--- src/io_block_offset_generator_macros.svh ---
// Assertion macros for the block offset generator.
`ifndef IO_BLOCK_OFFSET_GENERATOR_MACROS_SVH
`define IO_BLOCK_OFFSET_GENERATOR_MACROS_SVH

// Check that cons holds in the same cycle as ante.
`define IOBOG_ASSERT_SAME(lbl, ante, cons, msg) \
  lbl: assert property (@(posedge clk_i) disable iff (!rst_ni) (ante) |-> (cons)) \
    else $error(msg);

// Check that cons holds in the cycle after ante.
`define IOBOG_ASSERT_NEXT(lbl, ante, cons, msg) \
  lbl: assert property (@(posedge clk_i) disable iff (!rst_ni) (ante) |=> (cons)) \
    else $error(msg);

`endif

--- src/iobog_pkg.sv ---
// Shared constants, types and microcode table of the block offset generator.
`default_nettype none

package iobog_pkg;

  localparam int unsigned OFFSET_BITS   = 48;
  localparam int unsigned OUT_BITS      = 48;
  localparam int unsigned WORD_BITS     = 64;
  localparam int unsigned HALF_BITS     = 32;
  localparam int unsigned BSIZE_BITS    = 25;
  localparam int unsigned SPAN_BITS     = 32;
  localparam int unsigned CFG_IDX_BITS  = 3;
  localparam int unsigned CFG_DATA_BITS = 64;
  localparam int unsigned DIV_STEPS     = SPAN_BITS;
  localparam int unsigned DIV_CNT_BITS  = $clog2(DIV_STEPS);
  localparam int unsigned STEP_BITS     = 6;

  localparam logic [WORD_BITS-1:0] GOLDEN_GAMMA = 64'h9E3779B97F4A7C15;
  localparam logic [WORD_BITS-1:0] MIX_MUL_A    = 64'hBF58476D1CE4E5B9;
  localparam logic [WORD_BITS-1:0] MIX_MUL_B    = 64'h94D049BB133111EB;

  localparam logic [CFG_IDX_BITS-1:0] REG_SEED        = 3'd0;
  localparam logic [CFG_IDX_BITS-1:0] REG_BASE_OFF    = 3'd1;
  localparam logic [CFG_IDX_BITS-1:0] REG_END_OFF     = 3'd2;
  localparam logic [CFG_IDX_BITS-1:0] REG_BLK_BYTES   = 3'd3;
  localparam logic [CFG_IDX_BITS-1:0] REG_SPAN_BLOCKS = 3'd4;
  localparam logic [CFG_IDX_BITS-1:0] REG_WR_LOAD     = 3'd5;
  localparam logic [CFG_IDX_BITS-1:0] REG_RANDOM_MODE = 3'd6;

  localparam logic [STEP_BITS-1:0] ST_WAIT  = 6'd0;
  localparam logic [STEP_BITS-1:0] ST_MODE  = 6'd16;
  localparam logic [STEP_BITS-1:0] ST_RND   = 6'd18;
  localparam logic [STEP_BITS-1:0] ST_DIV   = 6'd29;
  localparam logic [STEP_BITS-1:0] ST_MIDX  = 6'd30;
  localparam logic [STEP_BITS-1:0] ST_OUT   = 6'd36;
  localparam logic [STEP_BITS-1:0] ST_IDX0  = 6'd38;

  typedef enum logic [4:0] {
    OP_NOP,
    OP_SEED,
    OP_XS30,
    OP_XS27,
    OP_MLL,
    OP_MLH,
    OP_MHL,
    OP_LDCTR,
    OP_ADDCTR,
    OP_SEQ,
    OP_STEPCTR,
    OP_DIVINIT,
    OP_DIV,
    OP_MIDX,
    OP_OFF,
    OP_CLRREM,
    OP_EMIT
  } op_e;

  typedef enum logic [2:0] {
    C_ALWAYS,
    C_NO_INPUT,
    C_NO_RESTART,
    C_NO_WRITE,
    C_RANDOM,
    C_SPAN_LE1,
    C_DIV_BUSY,
    C_OUT_FREE
  } cond_e;

  typedef enum logic {
    A_Z,
    A_BSIZE
  } asel_e;

  typedef enum logic [1:0] {
    K_GAMMA,
    K_MIXA,
    K_MIXB
  } ksel_e;

  typedef struct packed {
    op_e                  op;
    cond_e                cond;
    asel_e                asel;
    ksel_e                ksel;
    logic [STEP_BITS-1:0] target;
  } ctrl_t;

  typedef struct packed {
    logic [WORD_BITS-1:0]   seed;
    logic [OFFSET_BITS-1:0] base_off;
    logic [OFFSET_BITS-1:0] end_off;
    logic [BSIZE_BITS-1:0]  blk_bytes;
    logic [SPAN_BITS-1:0]   span_blocks;
    logic                   wr_load;
    logic                   random_mode;
  } cfg_t;

  function automatic ctrl_t cw(input op_e op, input cond_e cond,
                               input logic [STEP_BITS-1:0] target,
                               input asel_e asel, input ksel_e ksel);
    ctrl_t w;
    w.op     = op;
    w.cond   = cond;
    w.target = target;
    w.asel   = asel;
    w.ksel   = ksel;
    return w;
  endfunction

  function automatic ctrl_t ucode(input logic [STEP_BITS-1:0] step);
    ctrl_t w;
    case (step)
      // dispatch
      6'd0:  w = cw(OP_NOP,     C_NO_INPUT,   ST_WAIT, A_Z,     K_GAMMA);
      6'd1:  w = cw(OP_NOP,     C_NO_RESTART, ST_MODE, A_Z,     K_GAMMA);
      // restart: counter = mix(seed + gamma), position = base offset; write load adds block bytes * gamma
      6'd2:  w = cw(OP_SEED,    C_NO_INPUT,   6'd3,    A_Z,     K_GAMMA);
      6'd3:  w = cw(OP_XS30,    C_ALWAYS,     6'd4,    A_Z,     K_GAMMA);
      6'd4:  w = cw(OP_MLL,     C_ALWAYS,     6'd5,    A_Z,     K_MIXA);
      6'd5:  w = cw(OP_MLH,     C_ALWAYS,     6'd6,    A_Z,     K_MIXA);
      6'd6:  w = cw(OP_MHL,     C_ALWAYS,     6'd7,    A_Z,     K_MIXA);
      6'd7:  w = cw(OP_XS27,    C_ALWAYS,     6'd8,    A_Z,     K_GAMMA);
      6'd8:  w = cw(OP_MLL,     C_ALWAYS,     6'd9,    A_Z,     K_MIXB);
      6'd9:  w = cw(OP_MLH,     C_ALWAYS,     6'd10,   A_Z,     K_MIXB);
      6'd10: w = cw(OP_MHL,     C_ALWAYS,     6'd11,   A_Z,     K_MIXB);
      6'd11: w = cw(OP_LDCTR,   C_NO_WRITE,   ST_MODE, A_Z,     K_GAMMA);
      6'd12: w = cw(OP_MLL,     C_ALWAYS,     6'd13,   A_BSIZE, K_GAMMA);
      6'd13: w = cw(OP_MLH,     C_ALWAYS,     6'd14,   A_BSIZE, K_GAMMA);
      6'd14: w = cw(OP_MHL,     C_ALWAYS,     6'd15,   A_BSIZE, K_GAMMA);
      6'd15: w = cw(OP_ADDCTR,  C_ALWAYS,     ST_MODE, A_Z,     K_GAMMA);
      // mode select
      6'd16: w = cw(OP_NOP,     C_RANDOM,     ST_RND,  A_Z,     K_GAMMA);
      6'd17: w = cw(OP_SEQ,     C_ALWAYS,     ST_OUT,  A_Z,     K_GAMMA);
      // random draw
      6'd18: w = cw(OP_NOP,     C_SPAN_LE1,   ST_IDX0, A_Z,     K_GAMMA);
      6'd19: w = cw(OP_STEPCTR, C_ALWAYS,     6'd20,   A_Z,     K_GAMMA);
      6'd20: w = cw(OP_XS30,    C_ALWAYS,     6'd21,   A_Z,     K_GAMMA);
      6'd21: w = cw(OP_MLL,     C_ALWAYS,     6'd22,   A_Z,     K_MIXA);
      6'd22: w = cw(OP_MLH,     C_ALWAYS,     6'd23,   A_Z,     K_MIXA);
      6'd23: w = cw(OP_MHL,     C_ALWAYS,     6'd24,   A_Z,     K_MIXA);
      6'd24: w = cw(OP_XS27,    C_ALWAYS,     6'd25,   A_Z,     K_GAMMA);
      6'd25: w = cw(OP_MLL,     C_ALWAYS,     6'd26,   A_Z,     K_MIXB);
      6'd26: w = cw(OP_MLH,     C_ALWAYS,     6'd27,   A_Z,     K_MIXB);
      6'd27: w = cw(OP_MHL,     C_ALWAYS,     6'd28,   A_Z,     K_MIXB);
      6'd28: w = cw(OP_DIVINIT, C_ALWAYS,     ST_DIV,  A_Z,     K_GAMMA);
      6'd29: w = cw(OP_DIV,     C_DIV_BUSY,   ST_DIV,  A_Z,     K_GAMMA);
      6'd30: w = cw(OP_MIDX,    C_ALWAYS,     6'd31,   A_Z,     K_GAMMA);
      6'd31: w = cw(OP_OFF,     C_NO_WRITE,   ST_OUT,  A_Z,     K_GAMMA);
      6'd32: w = cw(OP_MLL,     C_ALWAYS,     6'd33,   A_BSIZE, K_GAMMA);
      6'd33: w = cw(OP_MLH,     C_ALWAYS,     6'd34,   A_BSIZE, K_GAMMA);
      6'd34: w = cw(OP_MHL,     C_ALWAYS,     6'd35,   A_BSIZE, K_GAMMA);
      6'd35: w = cw(OP_ADDCTR,  C_ALWAYS,     ST_OUT,  A_Z,     K_GAMMA);
      // emit word, hold while the output register is full
      6'd36: w = cw(OP_EMIT,    C_OUT_FREE,   ST_WAIT, A_Z,     K_GAMMA);
      6'd37: w = cw(OP_NOP,     C_ALWAYS,     ST_OUT,  A_Z,     K_GAMMA);
      // single block: index zero
      6'd38: w = cw(OP_CLRREM,  C_ALWAYS,     ST_MIDX, A_Z,     K_GAMMA);
      default: w = cw(OP_NOP,   C_ALWAYS,     ST_WAIT, A_Z,     K_GAMMA);
    endcase
    return w;
  endfunction

endpackage

`default_nettype wire

--- src/iobog_datapath.sv ---
// Datapath of the block offset generator: mixer, shared multiplier, divider, position.
`default_nettype none

module iobog_datapath import iobog_pkg::*; (
  input  wire logic                   clk_i,
  input  wire logic                   rst_ni,
  input  wire ctrl_t                  ctrl_i,
  input  wire cfg_t                   cfg_i,
  output logic [OFFSET_BITS-1:0]      offset_o,
  output logic                        div_last_o
);

  logic [WORD_BITS-1:0]    z_q, z_d;
  logic [WORD_BITS-1:0]    acc_q, acc_d;
  logic [WORD_BITS-1:0]    ctr_q, ctr_d;
  logic [OFFSET_BITS-1:0]  pos_q, pos_d;
  logic [OFFSET_BITS-1:0]  off_q, off_d;
  logic [SPAN_BITS-1:0]    rem_q, rem_d;
  logic [DIV_CNT_BITS-1:0] cnt_q, cnt_d;

  logic [WORD_BITS-1:0]    mul_a;
  logic [WORD_BITS-1:0]    mul_k;
  logic [HALF_BITS-1:0]    mul_x;
  logic [HALF_BITS-1:0]    mul_y;
  logic [WORD_BITS-1:0]    prod;
  logic [WORD_BITS-1:0]    ctr_step;
  logic [OFFSET_BITS:0]    nxt;
  logic                    wrap;
  logic [WORD_BITS-1:0]    off_sum;
  logic [SPAN_BITS:0]      rem_sh;
  logic [SPAN_BITS:0]      rem_diff;
  logic                    rem_ge;

  always_comb begin
    mul_a = (ctrl_i.asel == A_BSIZE) ? WORD_BITS'(cfg_i.blk_bytes) : z_q;
    case (ctrl_i.ksel)
      K_MIXA:  mul_k = MIX_MUL_A;
      K_MIXB:  mul_k = MIX_MUL_B;
      default: mul_k = GOLDEN_GAMMA;
    endcase
    case (ctrl_i.op)
      OP_MLH: begin
        mul_x = mul_a[HALF_BITS-1:0];
        mul_y = mul_k[WORD_BITS-1:HALF_BITS];
      end
      OP_MHL: begin
        mul_x = mul_a[WORD_BITS-1:HALF_BITS];
        mul_y = mul_k[HALF_BITS-1:0];
      end
      OP_MIDX: begin
        mul_x = rem_q;
        mul_y = HALF_BITS'(cfg_i.blk_bytes);
      end
      default: begin
        mul_x = mul_a[HALF_BITS-1:0];
        mul_y = mul_k[HALF_BITS-1:0];
      end
    endcase
    prod = {{HALF_BITS{1'b0}}, mul_x} * {{HALF_BITS{1'b0}}, mul_y};
  end

  assign ctr_step = ctr_q + GOLDEN_GAMMA;
  assign nxt      = {1'b0, pos_q} + (OFFSET_BITS + 1)'(cfg_i.blk_bytes);
  assign wrap     = nxt[OFFSET_BITS] || (nxt[OFFSET_BITS-1:0] >= cfg_i.end_off);
  assign off_sum  = WORD_BITS'(cfg_i.base_off) + acc_q;
  assign rem_sh   = {rem_q, z_q[HALF_BITS-1]};
  assign rem_ge   = rem_sh >= {1'b0, cfg_i.span_blocks};
  assign rem_diff = rem_sh - {1'b0, cfg_i.span_blocks};

  always_comb begin
    z_d   = z_q;
    acc_d = acc_q;
    ctr_d = ctr_q;
    pos_d = pos_q;
    off_d = off_q;
    rem_d = rem_q;
    cnt_d = cnt_q;
    case (ctrl_i.op)
      OP_SEED: begin
        z_d   = cfg_i.seed + GOLDEN_GAMMA;
        pos_d = cfg_i.base_off;
      end
      OP_XS30:    z_d = z_q ^ (z_q >> 30);
      OP_XS27:    z_d = z_q ^ (z_q >> 27);
      OP_MLL:     acc_d = prod;
      OP_MLH:     acc_d = {acc_q[WORD_BITS-1:HALF_BITS] + prod[HALF_BITS-1:0],
                           acc_q[HALF_BITS-1:0]};
      OP_MHL:     z_d = {acc_q[WORD_BITS-1:HALF_BITS] + prod[HALF_BITS-1:0],
                         acc_q[HALF_BITS-1:0]};
      OP_LDCTR:   ctr_d = z_q ^ (z_q >> 31);
      OP_ADDCTR:  ctr_d = ctr_q + z_q;
      OP_SEQ: begin
        off_d = pos_q;
        pos_d = wrap ? cfg_i.base_off : nxt[OFFSET_BITS-1:0];
      end
      OP_STEPCTR: begin
        ctr_d = ctr_step;
        z_d   = ctr_step;
      end
      OP_DIVINIT: begin
        z_d   = z_q ^ (z_q >> 31);
        rem_d = '0;
        cnt_d = '0;
      end
      OP_DIV: begin
        rem_d = rem_ge ? rem_diff[SPAN_BITS-1:0] : rem_sh[SPAN_BITS-1:0];
        z_d   = {z_q[WORD_BITS-2:0], 1'b0};
        cnt_d = cnt_q + 1'b1;
      end
      OP_MIDX:    acc_d = prod;
      OP_OFF:     off_d = off_sum[OFFSET_BITS-1:0];
      OP_CLRREM:  rem_d = '0;
      default: ;
    endcase
  end

  always_ff @(posedge clk_i or negedge rst_ni) begin
    if (!rst_ni) begin
      ctr_q <= '0;
      pos_q <= '0;
      cnt_q <= '0;
    end else begin
      ctr_q <= ctr_d;
      pos_q <= pos_d;
      cnt_q <= cnt_d;
    end
  end

  always_ff @(posedge clk_i) begin
    z_q   <= z_d;
    acc_q <= acc_d;
    off_q <= off_d;
    rem_q <= rem_d;
  end

  assign offset_o   = off_q;
  assign div_last_o = (cnt_q == DIV_CNT_BITS'(DIV_STEPS - 1));

endmodule

`default_nettype wire

--- src/io_block_offset_generator.sv ---
// Top level of the block offset generator: config registers, sequencer, output register.
//
// Usage:
// - Input channel (in_valid_i/in_ready_o, restart_i): one word asks for the next
//   block offset. restart_i reloads the counter from the seed and the position
//   from the base offset before this access.
// - Output channel (out_valid_o/out_ready_i, offset_o): one offset word per input word.
// - Config port: cfg_we_i writes cfg_data_i to register cfg_idx_i (0 seed,
//   1 base offset, 2 end offset, 3 block bytes, 4 span blocks, 5 write load,
//   6 random mode); write only while idle.
// - Microcode path per word: sequential, random with span blocks <= 1 (index zero),
//   or a full random draw with a one-bit-per-cycle remainder loop; write load adds
//   a counter update to a random word; restart adds the reseed, plus a counter
//   update under write load.
// - The next word is taken only once the sequencer is back at its wait step, so a
//   new word waits until the previous one has been emitted.
// - Each 64-bit product (low 64 bits) is built in the MLL, MLH and MHL steps on one shared 32x32 multiplier.
// - Reset: config registers take their reset values, counter and position clear.
// - A stalled receiver holds the output word; the next word is computed and waits
//   in the emit step until the output register frees.
`default_nettype none
`include "io_block_offset_generator_macros.svh"

module io_block_offset_generator import iobog_pkg::*; (
  input  wire logic                     clk_i,
  input  wire logic                     rst_ni,
  input  wire logic                     in_valid_i,
  output logic                          in_ready_o,
  input  wire logic                     restart_i,
  output logic                          out_valid_o,
  input  wire logic                     out_ready_i,
  output logic [OUT_BITS-1:0]           offset_o,
  input  wire logic                     cfg_we_i,
  input  wire logic [CFG_IDX_BITS-1:0]  cfg_idx_i,
  input  wire logic [CFG_DATA_BITS-1:0] cfg_data_i
);

  cfg_t                   cfg_q, cfg_d;
  logic [STEP_BITS-1:0]   step_q, step_d;
  logic                   restart_q;
  logic                   out_valid_q;
  logic [OUT_BITS-1:0]    out_q;
  ctrl_t                  ctrl;
  logic                   take;
  logic                   out_free;
  logic                   emit;
  logic                   div_last;
  logic [OFFSET_BITS-1:0] dp_offset;

  always_comb begin
    cfg_d = cfg_q;
    if (cfg_we_i) begin
      case (cfg_idx_i)
        REG_SEED:        cfg_d.seed        = cfg_data_i;
        REG_BASE_OFF:    cfg_d.base_off    = cfg_data_i[OFFSET_BITS-1:0];
        REG_END_OFF:     cfg_d.end_off     = cfg_data_i[OFFSET_BITS-1:0];
        REG_BLK_BYTES:   cfg_d.blk_bytes   = cfg_data_i[BSIZE_BITS-1:0];
        REG_SPAN_BLOCKS: cfg_d.span_blocks = cfg_data_i[SPAN_BITS-1:0];
        REG_WR_LOAD:     cfg_d.wr_load     = cfg_data_i[0];
        REG_RANDOM_MODE: cfg_d.random_mode = cfg_data_i[0];
        default: ;
      endcase
    end
  end

  always_ff @(posedge clk_i or negedge rst_ni) begin
    if (!rst_ni) begin
      cfg_q.seed        <= '0;
      cfg_q.base_off    <= '0;
      cfg_q.end_off     <= OFFSET_BITS'(1);
      cfg_q.blk_bytes   <= BSIZE_BITS'(4096);
      cfg_q.span_blocks <= SPAN_BITS'(1);
      cfg_q.wr_load     <= 1'b0;
      cfg_q.random_mode <= 1'b0;
    end else begin
      cfg_q <= cfg_d;
    end
  end

  assign ctrl       = ucode(step_q);
  assign in_ready_o = (step_q == ST_WAIT);
  assign out_free   = !out_valid_q || out_ready_i;
  assign emit       = (ctrl.op == OP_EMIT) && out_free;

  always_comb begin
    case (ctrl.cond)
      C_ALWAYS:     take = 1'b1;
      C_NO_INPUT:   take = !in_valid_i && (step_q == ST_WAIT);
      C_NO_RESTART: take = !restart_q;
      C_NO_WRITE:   take = !cfg_q.wr_load;
      C_RANDOM:     take = cfg_q.random_mode;
      C_SPAN_LE1:   take = (cfg_q.span_blocks <= SPAN_BITS'(1));
      C_DIV_BUSY:   take = !div_last;
      C_OUT_FREE:   take = out_free;
      default:      take = 1'b0;
    endcase
    step_d = take ? ctrl.target : step_q + 1'b1;
  end

  always_ff @(posedge clk_i or negedge rst_ni) begin
    if (!rst_ni) begin
      step_q      <= ST_WAIT;
      restart_q   <= 1'b0;
      out_valid_q <= 1'b0;
    end else begin
      step_q <= step_d;
      if (in_valid_i && in_ready_o) begin
        restart_q <= restart_i;
      end
      if (emit) begin
        out_valid_q <= 1'b1;
      end else if (out_ready_i) begin
        out_valid_q <= 1'b0;
      end
    end
  end

  always_ff @(posedge clk_i) begin
    if (emit) begin
      out_q <= OUT_BITS'(dp_offset);
    end
  end

  iobog_datapath u_datapath (
    .clk_i      (clk_i),
    .rst_ni     (rst_ni),
    .ctrl_i     (ctrl),
    .cfg_i      (cfg_q),
    .offset_o   (dp_offset),
    .div_last_o (div_last)
  );

  assign out_valid_o = out_valid_q;
  assign offset_o    = out_q;

  `IOBOG_ASSERT_NEXT(a_accept_step, in_valid_i && in_ready_o, step_q == ST_WAIT + 1'b1, "accepted word did not advance the sequencer")
  `IOBOG_ASSERT_SAME(a_emit_step, $rose(out_valid_q), $past(step_q) == ST_OUT, "output word set outside the emit step")
  `IOBOG_ASSERT_NEXT(a_div_loop, step_q == ST_DIV && !div_last, step_q == ST_DIV, "remainder loop left early")
  `IOBOG_ASSERT_SAME(a_step_range, 1'b1, step_q <= ST_IDX0, "sequencer outside its program")

endmodule

`default_nettype wire

--- config.mk ---
export PLATFORM = sky130hd
export DESIGN_NAME = io_block_offset_generator
export DESIGN_NICKNAME = d
export VERILOG_FILES = /design/src/iobog_pkg.sv /design/src/iobog_datapath.sv /design/src/io_block_offset_generator.sv
export VERILOG_INCLUDE_DIRS = /design/src /design/src/src
export SDC_FILE = /design/constraint.sdc
export NUM_CORES = 2
export LEC_CHECK = 0
export BUFFER_PORTS_ARGS = -buffer_cell sky130_fd_sc_hd__buf_2
export CAP_MARGIN = 20
export CORE_UTILIZATION = 60
export CTS_CLUSTER_SIZE = 25
export DETAILED_ROUTE_END_ITERATION = 12
export PLACE_DENSITY = 0.77
export SLEW_MARGIN = 10
export SYNTH_ARGS = -nofsm -noshare
export SYNTH_HDL_FRONTEND = slang
export SYNTH_SLANG_ARGS = --single-unit
--- constraint.sdc ---
create_clock -name clk_i -period 17.9 [get_ports clk_i]
set_clock_uncertainty 0.2 [all_clocks]
set_input_delay 0.895 -clock clk_i [delete_from_list [all_inputs] [get_ports clk_i]]
set_output_delay 0.895 -clock clk_i [all_outputs]
set_load 0.1 [all_outputs]
Word level (Yosys, flattened, before mapping):

Memory sizes are Yosys's and may differ from the RTL's.
Index checks and enable logic that the tools add are counted.

* $add $sub $neg: 9
* $mul: 1
* div/mod/pow operators: 0
* magnitude comparators: 3
* equality and inequality tests: 32
* shift operators: 0
* muxes and demuxes: 17
* bitwise gates (word level): 4
* reduce and logical (&&, ||, !) cells: 31

Operators by type and width (count)
* 64-bit case mux with 7 select lines: 1
* 32-bit case mux with 2 select lines: 3
* 48-bit case mux with 2 select lines: 2
* 64-bit case mux with 3 select lines: 1
* 64-bit adder, second input constant: 2
* 64-bit case mux with 2 select lines: 1
* 62-bit case mux with 2 select lines: 1
* 64-bit adder: 1
* 32-bit by 32-bit multiplier with 64-bit output: 1
* 64-bit 2-to-1 mux: 1
* 64-bit by 33-bit XOR with 64-bit output: 1
* 64-bit by 34-bit XOR with 64-bit output: 1
* 64-bit by 37-bit XOR with 64-bit output: 1
* 48-bit by 25-bit adder with 49-bit output: 1
* 48-bit adder: 1
* 48-bit greater-or-equal comparator: 1
* 48-bit 2-to-1 mux: 1
* 5-bit by 4-bit equality test with 1-bit output, second input constant: 8
* 33-bit by 32-bit greater-or-equal comparator with 1-bit output: 1
* 32-bit adder: 1
* 32-bit by 1-bit <= comparator with 1-bit output, second input constant: 1
* 32-bit 2-to-1 mux: 1
* 32-bit subtractor: 1
* 3-bit equality test, second input constant: 7
* 25 further kinds: 56

* bits in registers: 600
* latch bits: 0
* memory bits (writable): 0
* bits in read-only memories: 1088
* bits of input ports: 73
* word-level logic and storage cells: 117
* memories kept: 1

Memory list
* (no name shown): depth 64, bits a word 17, rd ports 1, clocked after Yosys merged registers in 0, write ports 0, line iobog_pkg.sv:112 `case (step)`

Logic depth before layout (Yosys ltp):

An unclocked memory read counts as a cell.

* depth after elaboration: 7
* depth in mapped cells: 54
* gate-level depth less buffers: 49

Cells and area by module:

Synthesis repeated with hierarchy kept, for this count alone.

* cells, all modules: 8502
* area total of the unflattened synthesis: 76051.7 um^2

By module, submodules not included
* iobog_datapath: times used 1, cells each 7793, area an instance 65097.4 um^2, seq. area each 9173.8 um^2
* io_block_offset_generator: times used 1, cells each 709, area an instance 10954.3 um^2, seq. area each 7125.6 um^2

Worst setup path after synthesis:

OpenSTA, ideal clock, no wires.

* path type: flip-flop to flip-flop
* start: register step_q[0]
* end: register u_datapath.z_q[62], data pin
* library setup time: 276 ps
* arrival: 10532 ps
* data required time: 17424 ps
* slack: 6892 ps
* stages on the path, launching flop included: 50
* clock period less this slack: 11008 ps
* path through: dfrtp_1 buf_2 inv_1 ha_1 and2_1 o21ai_0 o221ai_2 o21a_1 buf_4 nor2_1 nand2_2 nor2_2 buf_4 nand2_1 o21a_1 nand2_1 buf_2 buf_4 (+14 left out) ha_1 clkbuf_1 nand4_1 or2_2 a2111oi_0 nor2_1 xnor2_1 ha_1 nor2b_1 o21ai_0 nand2b_1 a21o_1 a21oi_1 o221a_2 o21ai_0 xor2_1 nand2_1 a22oi_1

* word-level cells in the longest chain between the ends: 7
* elaborated cells between the ends (all ways): 19
* classes of those cells: add/sub: 1; mul: 1; eq/ne: 11; mux: 5; memory: 1

RTL lines
* start, declared: line io_block_offset_generator.sv:39 `logic [STEP_BITS-1:0] step_q, step_d;`
* start signal, assigned: line io_block_offset_generator.sv:106 `step_q <= step_d;`
* memory read 64 x 17 bit *
* 2-bit equality test or 2-bit by 1-bit equality test with 1-bit output (tied branches): line iobog_datapath.sv:36 `case (ctrl_i.ksel)`
* 62-bit case mux with 2 select lines: line iobog_datapath.sv:36
* 32-bit case mux with 2 select lines: line iobog_datapath.sv:41 `case (ctrl_i.op)`
* 32-bit by 32-bit multiplier with 64-bit output: line iobog_datapath.sv:59 `prod = {{HALF_BITS{1'b0}}, mul_x} * {{HALF_BITS{1'b0}}, mul_y};`
* 32-bit adder: line iobog_datapath.sv:88 `OP_MHL: z_d = {acc_q[WORD_BITS-1:HALF_BITS] + prod[HALF_BITS-1:0],`
* 64-bit case mux with 7 select lines *: line iobog_datapath.sv:78 `case (ctrl_i.op)`
* net u_datapath.z_d[62]: line iobog_datapath.sv:13 `logic [WORD_BITS-1:0] z_q, z_d;`
* end signal, assigned: line iobog_datapath.sv:130 `z_q <= z_d;`
* end, declared: line iobog_datapath.sv:13

Mark *: on every way through the listed nets, which the timed path passes. The rest lies on a longest branch.
A chain may end at the register's enable or synchronous reset.

Final worst setup path:

Ends and elaborated chain as after synthesis.

==> flow_results.xml <==
<?xml version="1.0" encoding="UTF-8"?>
<metrics>
  <group name="worst_setup_path">
    <metric name="critical-path-max-stage-delay" unit="ps">850</metric>
    <metric name="critPathKind" unit="">reg2reg</metric>
    <metric name="critical-path-slowest-cell" unit="">nand2_1</metric>
    <metric name="critical_path_peak_fanout" unit="">51</metric>
    <metric name="required" unit="ps">18200</metric>
    <metric name="arrival" unit="ps">14860</metric>
    <metric name="cp_common_cell" unit="">fa_1</metric>
    <metric name="crit_path_end_kind" unit="">flop</metric>
    <metric name="ff2ff_setup_slack" unit="ps">3350</metric>
    <metric name="timing.critical_path.from_type" unit="">flop</metric>
  </group>
  <group name="synth">
    <metric name="synth_sequential_area_ratio" unit="%">21.4</metric>
    <metric name="syn-num-nets" unit="">10100</metric>
    <metric name="syn_inst" unit="">8648</metric>
    <metric name="synthFlopType" unit="">dfrtp_1</metric>
    <metric name="synthesis.area" unit="mm^2">0.0760</metric>
    <metric name="synth-warning-count" unit="">0</metric>
    <metric name="yosysUniqueCellTypes" unit="">99</metric>
    <metric name="asyncSetResetFlopFracSynth" unit="%">57.3</metric>
    <metric name="flops_latches_synth" unit="">600</metric>
    <metric name="number_of_flops_mapped_to_enable_cells_by_yosys" unit="">256</metric>
    <metric name="post_synth.cell_area_avg" unit="um^2">8.79</metric>
  </group>
  <group name="floorplanning">
    <metric name="die-height" unit="um">358</metric>
    <metric name="rows" unit="">130</metric>
    <metric name="initial_core_util" unit="%">60.5</metric>
    <metric name="boundaryPins" unit="">123</metric>
    <metric name="die_area" unit="mm^2">0.128</metric>
    <metric name="die-width" unit="um">358</metric>
    <metric name="design.core.area" unit="mm^2">0.126</metric>
  </group>
  <group name="sta">
    <metric name="fin_crit_sh" unit="%">81.3</metric>
    <metric name="max_slew_margin" unit="%">14.9</metric>
    <metric name="timing.final.crit_period" unit="ps">14550</metric>
    <metric name="fin_tns_setup" unit="ps">0</metric>
    <metric name="max_clock_freq" unit="MHz">68.7</metric>
    <metric name="tightestPinTransition" unit="ps">1240</metric>
    <metric name="hold_ws" unit="ps">216</metric>
    <metric name="grt_setup_unrepaired" unit="">false</metric>
    <metric name="report.final.slew_viol_count" unit="">0</metric>
    <metric name="finalSetupViolCount" unit="">0</metric>
    <metric name="final-hold-violation-count" unit="">0</metric>
  </group>
  <group name="drt">
    <metric name="drt_drc_violations_left" unit="">1</metric>
    <metric name="detail_route.wirelength" unit="um">293000</metric>
    <metric name="detail-route-antenna-nets" unit="">0</metric>
    <metric name="detailedRoute.firstIterationViolations" unit="">9591</metric>
    <metric name="via_count" unit="">67400</metric>
    <metric name="first_pass_iters" unit="">13</metric>
    <metric name="drt-vias-per-instance" unit="">6.58</metric>
    <metric name="wire_length_per_cell" unit="um">28.6</metric>
  </group>
  <group name="clock_tree">
    <metric name="cts_setup_buffers" unit="">0</metric>
    <metric name="path_clk_slew" unit="ps">60</metric>
    <metric name="insertion_delay" unit="ps">710</metric>
    <metric name="tritoncts" unit="">done</metric>
    <metric name="cts_num_sinks" unit="">600</metric>
    <metric name="cts_root_buffer" unit="">clkbuf_16</metric>
    <metric name="holdBufCountCts" unit="">1</metric>
    <metric name="depth_of_the_cts_h_tree" unit="">3</metric>
    <metric name="cts.path.max_buffers" unit="">3</metric>
    <metric name="tritoncts.num_buffers" unit="">73</metric>
    <metric name="resized_cells_post_cts" unit="">0</metric>
  </group>
  <group name="placed_design">
    <metric name="port-buffer-count" unit="">122</metric>
    <metric name="place.gp.congestion" unit="">1.13</metric>
    <metric name="hpwl" unit="um">229000</metric>
    <metric name="place.detailed.instances" unit="">10100</metric>
  </group>
  <group name="final_layout">
    <metric name="finalCoreUtilization" unit="%">64.3</metric>
    <metric name="layout.cells.non_filler" unit="">10200</metric>
    <metric name="fill_cells" unit="">10500</metric>
    <metric name="final_layout_size_suffix_gt1_share" unit="%">7.79</metric>
    <metric name="area_delta_synth_final" unit="%">6.30</metric>
    <metric name="num-nets-final" unit="">10000</metric>
  </group>
  <group name="grt">
    <metric name="grt_util_all_layers" unit="%">46.0</metric>
    <metric name="global_route_wire_length_before_repair" unit="um">431000</metric>
    <metric name="maximum_number_of_pins_on_one_net_before_global_route_repair" unit="">96</metric>
    <metric name="antenna_found_initial" unit="">19</metric>
    <metric name="first_global_vias" unit="">65800</metric>
    <metric name="overflow" unit="">0</metric>
  </group>
  <group name="job">
    <metric name="drv.max_cap_violation_count" unit="">0</metric>
  </group>
  <group name="min_path">
    <metric name="classification_of_the_worst_slack_hold_path" unit="">reg2reg</metric>
  </group>
  <group name="status">
    <metric name="violations" unit="">DRC</metric>
    <metric name="status" unit="">complete, but fails checks</metric>
  </group>
</metrics>
-- synth_stat cells (all sizes together) (52+ instances only) --
master,n,area share (%)
nor3,101,0.69
a31oi,83,0.68
o21ai,422,2.8
a221oi,65,0.81
xor2,174,2.0
dfrtp,341,11
nand4,67,0.55
buf,167,1.2
o21bai,52,0.51
o21a,68,0.67
mux2i,58,0.76
and2,64,0.53
a21oi,458,3.0
clkbuf,322,1.6
nand3,102,0.67
nand2,1300,6.4
inv,1098,5.4
xnor2,246,2.8
mux2,145,2.1
nor2,721,3.6
fa,901,24
a21o,219,2.2
and3,52,0.43
edfxtp,256,10
ha,527,8.7
-- final cells by class --
type	instances	area (um^2)	area share, %
Sequential cell	600	16300	20.2
Tap cell	1650	2060	2.55
Multi-Input combinational cell	6459	53700	66.5
Clock inverter	43	602	0.745
Inverter	1100	4130	5.11
Clock buffer	93	2050	2.53
Timing Repair Buffer	295	1950	2.41
Antenna cell	9	22.5	0.0279
-- state kept, by name, summed over array words and instances (netlist names) --
| register | count |
|---|---|
| u_datapath.acc_q | 64 |
| u_datapath.ctr_q | 64 |
| u_datapath.pos_q | 48 |
| cfg_q | 219 |
| step_q | 6 |
| offset_o | 48 |
| u_datapath.offset_o | 48 |
| u_datapath.rem_q | 32 |
| u_datapath.z_q | 64 |
| restart_q | 1 |
| u_datapath.cnt_q | 5 |
| out_valid_o | 1 |
-- final timing paths --
check | cells past startpoint | end | from
worst max register to register | 43 | u_datapath.z_q[62] | step_q[0]
max in group asynchronous | 5 | cfg_q[59] | rst_ni
worst max-delay path | 43 | u_datapath.z_q[62] | step_q[0]
min in group asynchronous | 2 | cfg_q[79] | rst_ni
worst min-delay path | 0 | offset_o[3] | u_datapath.offset_o[3]
worst min register to register | 0 | offset_o[3] | u_datapath.offset_o[3]
-- stage by stage --
step           instance area [um^2]  setup WS [ps]
6_report                      80800           3350
5_1_grt                       80800           2910
4_1_cts                       80800           3660
3_5_place_dp                  78100           3760
3_3_place_gp                  78100           3820
2_1_floorplan                 76000           6890
-- routing by layer --
metal,global-route usage (%),up-vias,share of wire (%)
met1,57.9,33000,36
met4,31.9,20,8.7
met3,16.5,1079,14
met5,0,-,0.059
li1,-,28600,-
met2,66.0,4706,41
-- critical path: cells and delay by family, from the launching register on --
| family | cells | cell delay [ps] |
|---|---|---|
| buffers and inverters | 8 | 1680 |
| AO/OA/AOI/OAI | 10 | 2730 |
| adder cells (fa/ha/maj) | 11 | 5280 |
| XOR/XNOR | 2 | 760 |
| AND/OR/NAND/NOR | 12 | 2960 |
| flip-flops | 1 | 660 |
-- cells by family (layout without fill, tap and decap cells) --
group	count (synthesis)	count (layout)	synth area share, %
DFF	600	600	21.4
buffers and inverters	1589	1531	8.18
muxes	203	203	2.91
xor gates and xnor gates	421	421	4.87
other	0	9	0
AOI/OAI and AO/OA	1777	1777	15.3
and+or+nand+nor	2630	2630	14.9
adders and majority gates	1428	1428	32.4
-- placed cells by master (no fill, tap or decap), drive strengths merged, types with 15 or more instances in the layout --
cell and n:
o221ai 34, a22oi 35, clkbuf 93, a222oi 31, a21o 219, xnor2 246
fa 901, a211oi 43, and2 64, a221oi 65, nor3 101, nand2 1300
ha 527, nand4 67, a21oi 458, o21ai 422, o21a 68, buf 294
mux2 145, nor2 721, edfxtp 256, o21bai 52, mux2i 58, o31ai 23
dfrtp 341, or3 28, nor4 33, a221o 47, o22ai 30, nand3 102
a31oi 83, a211o 15, o211ai 32, clkinv 21, nor2b 40, xor2 174
nor3b 20, and3 52, inv 1104, nand2b 45
Power is left out: the tool's default activity adds up to more than one toggle a clock period on the data nets, which glitch-free logic cannot reach.
